### config.mk
export PLATFORM = sky130hd
export DESIGN_NAME = dsn_divider
export DESIGN_NICKNAME = d
export VERILOG_FILES = /design/src/hdl/dsn_pkg.sv /design/src/hdl/dsn_divider.sv
export SDC_FILE = /design/constraint.sdc
export NUM_CORES = 1
export LEC_CHECK = 0
export BUFFER_PORTS_ARGS = -buffer_cell sky130_fd_sc_hd__buf_2
export CORE_MARGIN = 2
export CORE_UTILIZATION = 45
export CTS_BUF_LIST = sky130_fd_sc_hd__clkbuf_4 sky130_fd_sc_hd__clkbuf_8
export DETAILED_ROUTE_END_ITERATION = 7
export GPL_ROUTABILITY_DRIVEN = 0
export PLACE_DENSITY = 0.67
export SYNTH_ARGS = -nofsm -noshare
export SYNTH_HDL_FRONTEND = slang
export SYNTH_SLANG_ARGS = --single-unit
### constraint.sdc
create_clock -name clock -period 4.6 [get_ports clock]
set_input_delay 0.46 -clock clock [delete_from_list [all_inputs] [get_ports clock]]
set_output_delay 0.46 -clock clock [all_outputs]
set_load 0.03 [all_outputs]
### src/hdl/dsn_pkg.sv
`default_nettype none
package dsn_pkg;

   localparam int DSN_MAX_LOG_SIZE = 8;
   localparam int DSN_RANDOM_BITS  = 15;
   localparam int CFG_BITS         = 4;
   localparam int CSR_IDX_BITS     = 2;
   localparam int PIX_BITS         = 16;
   localparam int STATUS_BITS      = 3;
   localparam int CMD_BITS         = 2;

   localparam logic [CSR_IDX_BITS-1:0] CSR_LOG2_WIDTH  = 2'd0;
   localparam logic [CSR_IDX_BITS-1:0] CSR_LOG2_HEIGHT = 2'd1;
   localparam logic [CSR_IDX_BITS-1:0] CSR_LOG2_GRID   = 2'd2;

   localparam logic [CFG_BITS-1:0] CFG_LOG2_WIDTH_RST  = 4'd8;
   localparam logic [CFG_BITS-1:0] CFG_LOG2_HEIGHT_RST = 4'd8;
   localparam logic [CFG_BITS-1:0] CFG_LOG2_GRID_RST   = 4'd4;

   typedef enum logic [CMD_BITS-1:0] {
      CMD_START = 2'd0,
      CMD_WORD  = 2'd1,
      CMD_READ  = 2'd2,
      CMD_NONE  = 2'd3
   } command_type;

   typedef enum logic [STATUS_BITS-1:0] {
      ST_MORE     = 3'd0,
      ST_READY    = 3'd1,
      ST_PIXEL    = 3'd2,
      ST_GRID_BAD = 3'd3,
      ST_ORDER    = 3'd4
   } status_type;

   typedef enum logic [1:0] {
      PH_IDLE,
      PH_SEED,
      PH_REFINE,
      PH_READY
   } phase_type;

   typedef enum logic [1:0] {
      PS_CENTER,
      PS_EDGE_H,
      PS_EDGE_V
   } pass_type;

   typedef enum logic [3:0] {
      S_IDLE,
      S_WD_WR,
      S_RF_RD,
      S_RF_ACC,
      S_RF_WR,
      S_EX_RD,
      S_EX_END,
      S_PX_DAT,
      S_PX_DIV,
      S_RESP
   } state_type;

   typedef struct packed {
      logic busy;
      logic done;
   } div_stat_type;

endpackage
`default_nettype wire

### src/hdl/dsn_divider.sv
`default_nettype none
module dsn_divider
   import dsn_pkg::*;
#(
   parameter int HW = DSN_RANDOM_BITS + 2
) (
   input  wire logic                   clock,
   input  wire logic                   reset,
   input  wire logic                   start,
   input  wire logic [HW+PIX_BITS-1:0] numer,
   input  wire logic [HW-1:0]          denom,
   output div_stat_type                stat,
   output logic [PIX_BITS-1:0]         quot
);

   localparam int CNTW = $clog2(PIX_BITS + 1);

   // The quotient is known to fit PIX_BITS bits, so the upper numerator bits
   // seed the remainder directly.
   logic [HW-1:0]       rem_ff, rem_in;
   logic [HW-1:0]       den_ff, den_in;
   logic [PIX_BITS-1:0] low_ff, low_in;
   logic [PIX_BITS-1:0] quot_ff, quot_in;
   logic [CNTW-1:0]     cnt_ff, cnt_in;
   logic                busy_ff, busy_in;
   logic                done_ff, done_in;
   logic [HW:0]         trial;
   logic                fits;

   assign trial = {rem_ff, low_ff[PIX_BITS-1]};
   assign fits  = trial >= {1'b0, den_ff};

   always_comb begin
      rem_in  = rem_ff;
      den_in  = den_ff;
      low_in  = low_ff;
      quot_in = quot_ff;
      cnt_in  = cnt_ff;
      busy_in = busy_ff;
      done_in = 1'b0;
      if (start) begin
         rem_in  = numer[HW+PIX_BITS-1:PIX_BITS];
         low_in  = numer[PIX_BITS-1:0];
         den_in  = denom;
         quot_in = '0;
         cnt_in  = CNTW'(PIX_BITS);
         busy_in = 1'b1;
      end else if (busy_ff) begin
         rem_in  = fits ? HW'(trial - {1'b0, den_ff}) : trial[HW-1:0];
         quot_in = {quot_ff[PIX_BITS-2:0], fits};
         low_in  = {low_ff[PIX_BITS-2:0], 1'b0};
         cnt_in  = cnt_ff - 1'b1;
         if (cnt_ff == CNTW'(1)) begin
            busy_in = 1'b0;
            done_in = 1'b1;
         end
      end
   end

   always_ff @(posedge clock) begin
      if (reset) begin
         busy_ff <= 1'b0;
         done_ff <= 1'b0;
         cnt_ff  <= '0;
      end else begin
         busy_ff <= busy_in;
         done_ff <= done_in;
         cnt_ff  <= cnt_in;
      end
      rem_ff  <= rem_in;
      den_ff  <= den_in;
      low_ff  <= low_in;
      quot_ff <= quot_in;
   end

   assign stat.busy = busy_ff;
   assign stat.done = done_ff;
   assign quot      = quot_ff;

endmodule
`default_nettype wire

==> impl_metrics.yaml <==
critical_path:
  worstPathArrival_ps: 2820
  crit_start: "low_ff[15]"
  reg2reg_slack_ps: 1880
  crit_chain: "inv_1 -> ha_1 -> inv_1 -> fa_1 -> a21oi_1 -> o211ai_1 -> nand2_1 -> o221a_4 -> nor2_1 -> a221o_1"
  reg2reg_depth: 10
  setup.worst_path.start_class: "flip-flop"
  critPathKind: "reg2reg"
  critPathMaxStageDelay_ps: 390
  endpoint_kind: "flip-flop"
  reg2reg_to: "rem_ff[14]"
  timing.rr.start: "low_ff[15]"
  critPathSlowestCell: "edfxtp_1"
  required_ps: 4700
  worstPathMaxFanout: 21
  cp_common_cell: "inv_1"
clock_network:
  path_clk_slew_ps: 80
  htree_levels: 3
  numClockSinks: 73
  clock_latency_ps: 360
  clk_path_buf_depth: 2
  numCtsBuffers: 9
  cts_tree: "yes"
  ctsResizeCount: 0
  post_cts_buffers: 0
  postCtsHoldBufs: 0
  root_buffer: "clkbuf_8"
flow_run:
  maxCapViolations: 0
power_and_ir_drop:
  combPwrFrac_pct: 32.1
  switching_power_uw: 629
  power_frac_seq_pct: 41.9
  p_leak_nw: 1.91
  switching_share_pct: 31.6
  internal_power_mw: 1.36
  irDropWorstVdd_mv: 0.202
  finalPower_mw: 1.99
  pwr-share-clk_pct: 26.0
  powerDensity_nw_per_um2: 445
floorplan:
  io_pins: 71
  initial_core_util_pct: 46.8
  core-area_um2: 8260
  die_y_um: 96.7
  placementRows: 33
  die_x_um: 96.7
  die_area_um2: 9350
worst_hold_path:
  worstHoldPathType: "in2reg"
  whs_endpoint: "den_ff[16]"
  min_from: "denom[16]"
  min_path_cells: 1
timing:
  period_minus_slack_ps: 2720
  setup_viol: 0
  clock_skew_ps: 11.0
  tightest_slew_ps: 807
  finalCritPeriodShare_pct: 59.2
  worst_slack_ps: 1880
  fmax_mhz: 367
  whs_ps: 274
  rsz0062_at_grt: "no"
  fin_tns_setup_ps: 0
  maxSlewViolCount: 0
  hold_viol_final: 0
  relSlewSlack_pct: 46.2
cells_and_area:
  final_util_pct: 54.3
  area_growth_pct: 16.0
  ff_latch_area_um2: 1960
  drive_gt1_share_pct: 27.6
  n_antenna_cell: 0
  design_area_um2: 4480
  fin_nets: 485
  fillCellCount: 768
  multi_input_area_um2: 1720
  fin_cells: 522
synthesis:
  ys_ff_latch: 73
  syn_inst: 345
  synth_area_um2: 3860
  syn_area_per_cell_um2: 11.2
  yosysTopAreaCellShare_pct: 38.8
  synthArstFlopShare_pct: 0
  synth_top_flop_cell: "edfxtp_1"
  ys_top_cells_by_area: "edfxtp_1, dfxtp_1, ha_1"
  yosysTopAreaCell: "edfxtp_1"
  yosysSeqAreaShare_pct: 50.8
  synth_warnings: 0
  syn_nets: 418
  ys_types: 58
  synth_edf_count: 50
route:
  drt-total-wl_mm: 7.51
  vias: 2773
  drc_errors: 0
  drt_iter0_drc: 124
  wl_per_cell_um: 14.4
  viasPerCell: 5.31
  ant_nets: 0
  drtPass1Iterations: 5
grt:
  antenna_found_initial: 0
  grt_overflow_total: 0
  grt_pass1_wl_mm: 12.5
  track_usage_pct: 16.4
  grt_max_degree: 49
  grt_pass1_vias: 2716
placement:
  dpl_cell_area_um2: 4280
  io_buffers: 70
  dp_slack_ps: 1880
  dpl.hpwl_mm: 5.32
  placedCellCount: 506
run_status:
  status: "completed"
==> sequential cells by signal (all words and copies together), names as in the netlist <==
signal / cells
den_ff: 17
rem_ff: 17
low_ff: 16
quot: 16
cnt_ff: 5
busy_ff: 1
done_ff: 1
==> per-layer routing <==
metal / GRT usage (%) / share of wire (%) / vias up
li1: - / - / 1402
met1: 20.5 / 45 / 1307
met2: 26.9 / 49 / 51
met3: 5.20 / 4.4 / 13
met4: 5.85 / 1.4 / 0
met5: 0 / 0 / -
==> Yosys cell counts (2+ instances only) <==
cell type and instances:
mux2i_1 20, nor4b_1 2, ha_1 19, a211oi_1 3
a21o_1 4, edfxtp_1 50, buf_1 4, o21ai_0 10
o21ai_1 2, inv_1 25, o21a_1 3, nand4_1 2
o31ai_1 4, and3_1 2, buf_6 2, dfxtp_1 23
o311ai_1 3, a221o_1 3, xnor2_1 10, clkbuf_1 9
nor3_1 8, and2_1 5, or2_2 3, nand2_1 15
xor2_1 6, nand3b_1 2, a2bb2oi_1 2, nor2_1 34
mux2_2 15, o2bb2ai_1 2, a31oi_1 6, nand3_1 5
buf_4 2, a21oi_1 16
==> area by class of cell <==
type                            count  area share, %
Clock inverter                      3          0.921
Inverter                           26           2.18
Tap cell                          105           2.93
Sequential cell                    73           43.7
Multi-Input combinational cell    229           38.3
Timing Repair Buffer               73           8.31
Clock buffer                       13           3.57
==> critical path: cells and delay by family (launching register included) <==
| family | cells | cell delay [ps] |
|---|---|---|
| adder cells (fa/ha/maj) | 2 | 530 |
| AND/OR/NAND/NOR | 2 | 310 |
| AO/OA/AOI/OAI | 4 | 1110 |
| flip-flops | 1 | 390 |
| buffers and inverters | 2 | 120 |
==> power groups by stage <==
stage | clock, mW | combinational [mW] | sequential [mW]
after global placement | 0 | 0.626 | 0.849
after detailed placement | 0 | 0.637 | 0.851
final | 0.519 | 0.640 | 0.836
after CTS | 0.534 | 0.640 | 0.837
after global routing | 0.562 | 0.715 | 0.846
after floorplan | 0 | 0.517 | 0.843
==> worst max-delay path by stage <==
| stage | cells after the start | slack (ps) | to |
|---|---|---|---|
| 2_1_floorplan | 9 | 2150 | rem_ff[10] |
| 3_3_place_gp | 10 | 1930 | rem_ff[14] |
| 3_5_place_dp | 7 | 1880 | rem_ff[14] |
| 4_1_cts | 7 | 1860 | rem_ff[14] |
| 5_1_grt | 10 | 1670 | rem_ff[14] |
| 6_report | 10 | 1880 | rem_ff[14] |
==> cells in the final DEF, fill, tap and decap left out, types with 2 or more instances in the layout <==
cell type / n
ha_1: 19
nand2_1: 15
clkbuf_8: 10
mux2_2: 15
dfxtp_1: 23
xnor2_1: 10
and2_1: 5
buf_2: 70
o21ai_1: 2
nor3_1: 8
a211oi_1: 3
buf_4: 3
a2bb2oi_1: 2
or2_2: 3
nand4_1: 2
o31ai_1: 4
a21oi_1: 16
a221o_1: 3
o21ai_0: 10
a31oi_1: 6
o21a_1: 3
and3_1: 2
a21o_1: 4
mux2i_1: 20
nand3_1: 5
xor2_1: 6
clkbuf_4: 3
nand3b_1: 2
edfxtp_1: 50
nor2_1: 34
nor4b_1: 2
o311ai_1: 3
o2bb2ai_1: 2
inv_1: 25
==> cell families after synthesis <==
| group | count (synthesis) | share of synthesized area, % |
|---|---|---|
| buf+inv | 43 | 4.76 |
| simple gates | 84 | 10.7 |
| fa+ha+maj | 20 | 6.67 |
| xor+xnor | 16 | 3.63 |
| mux | 35 | 9.55 |
| compound gates | 74 | 14.0 |
| flops | 73 | 50.8 |
(Power assumes the default switching activity.)
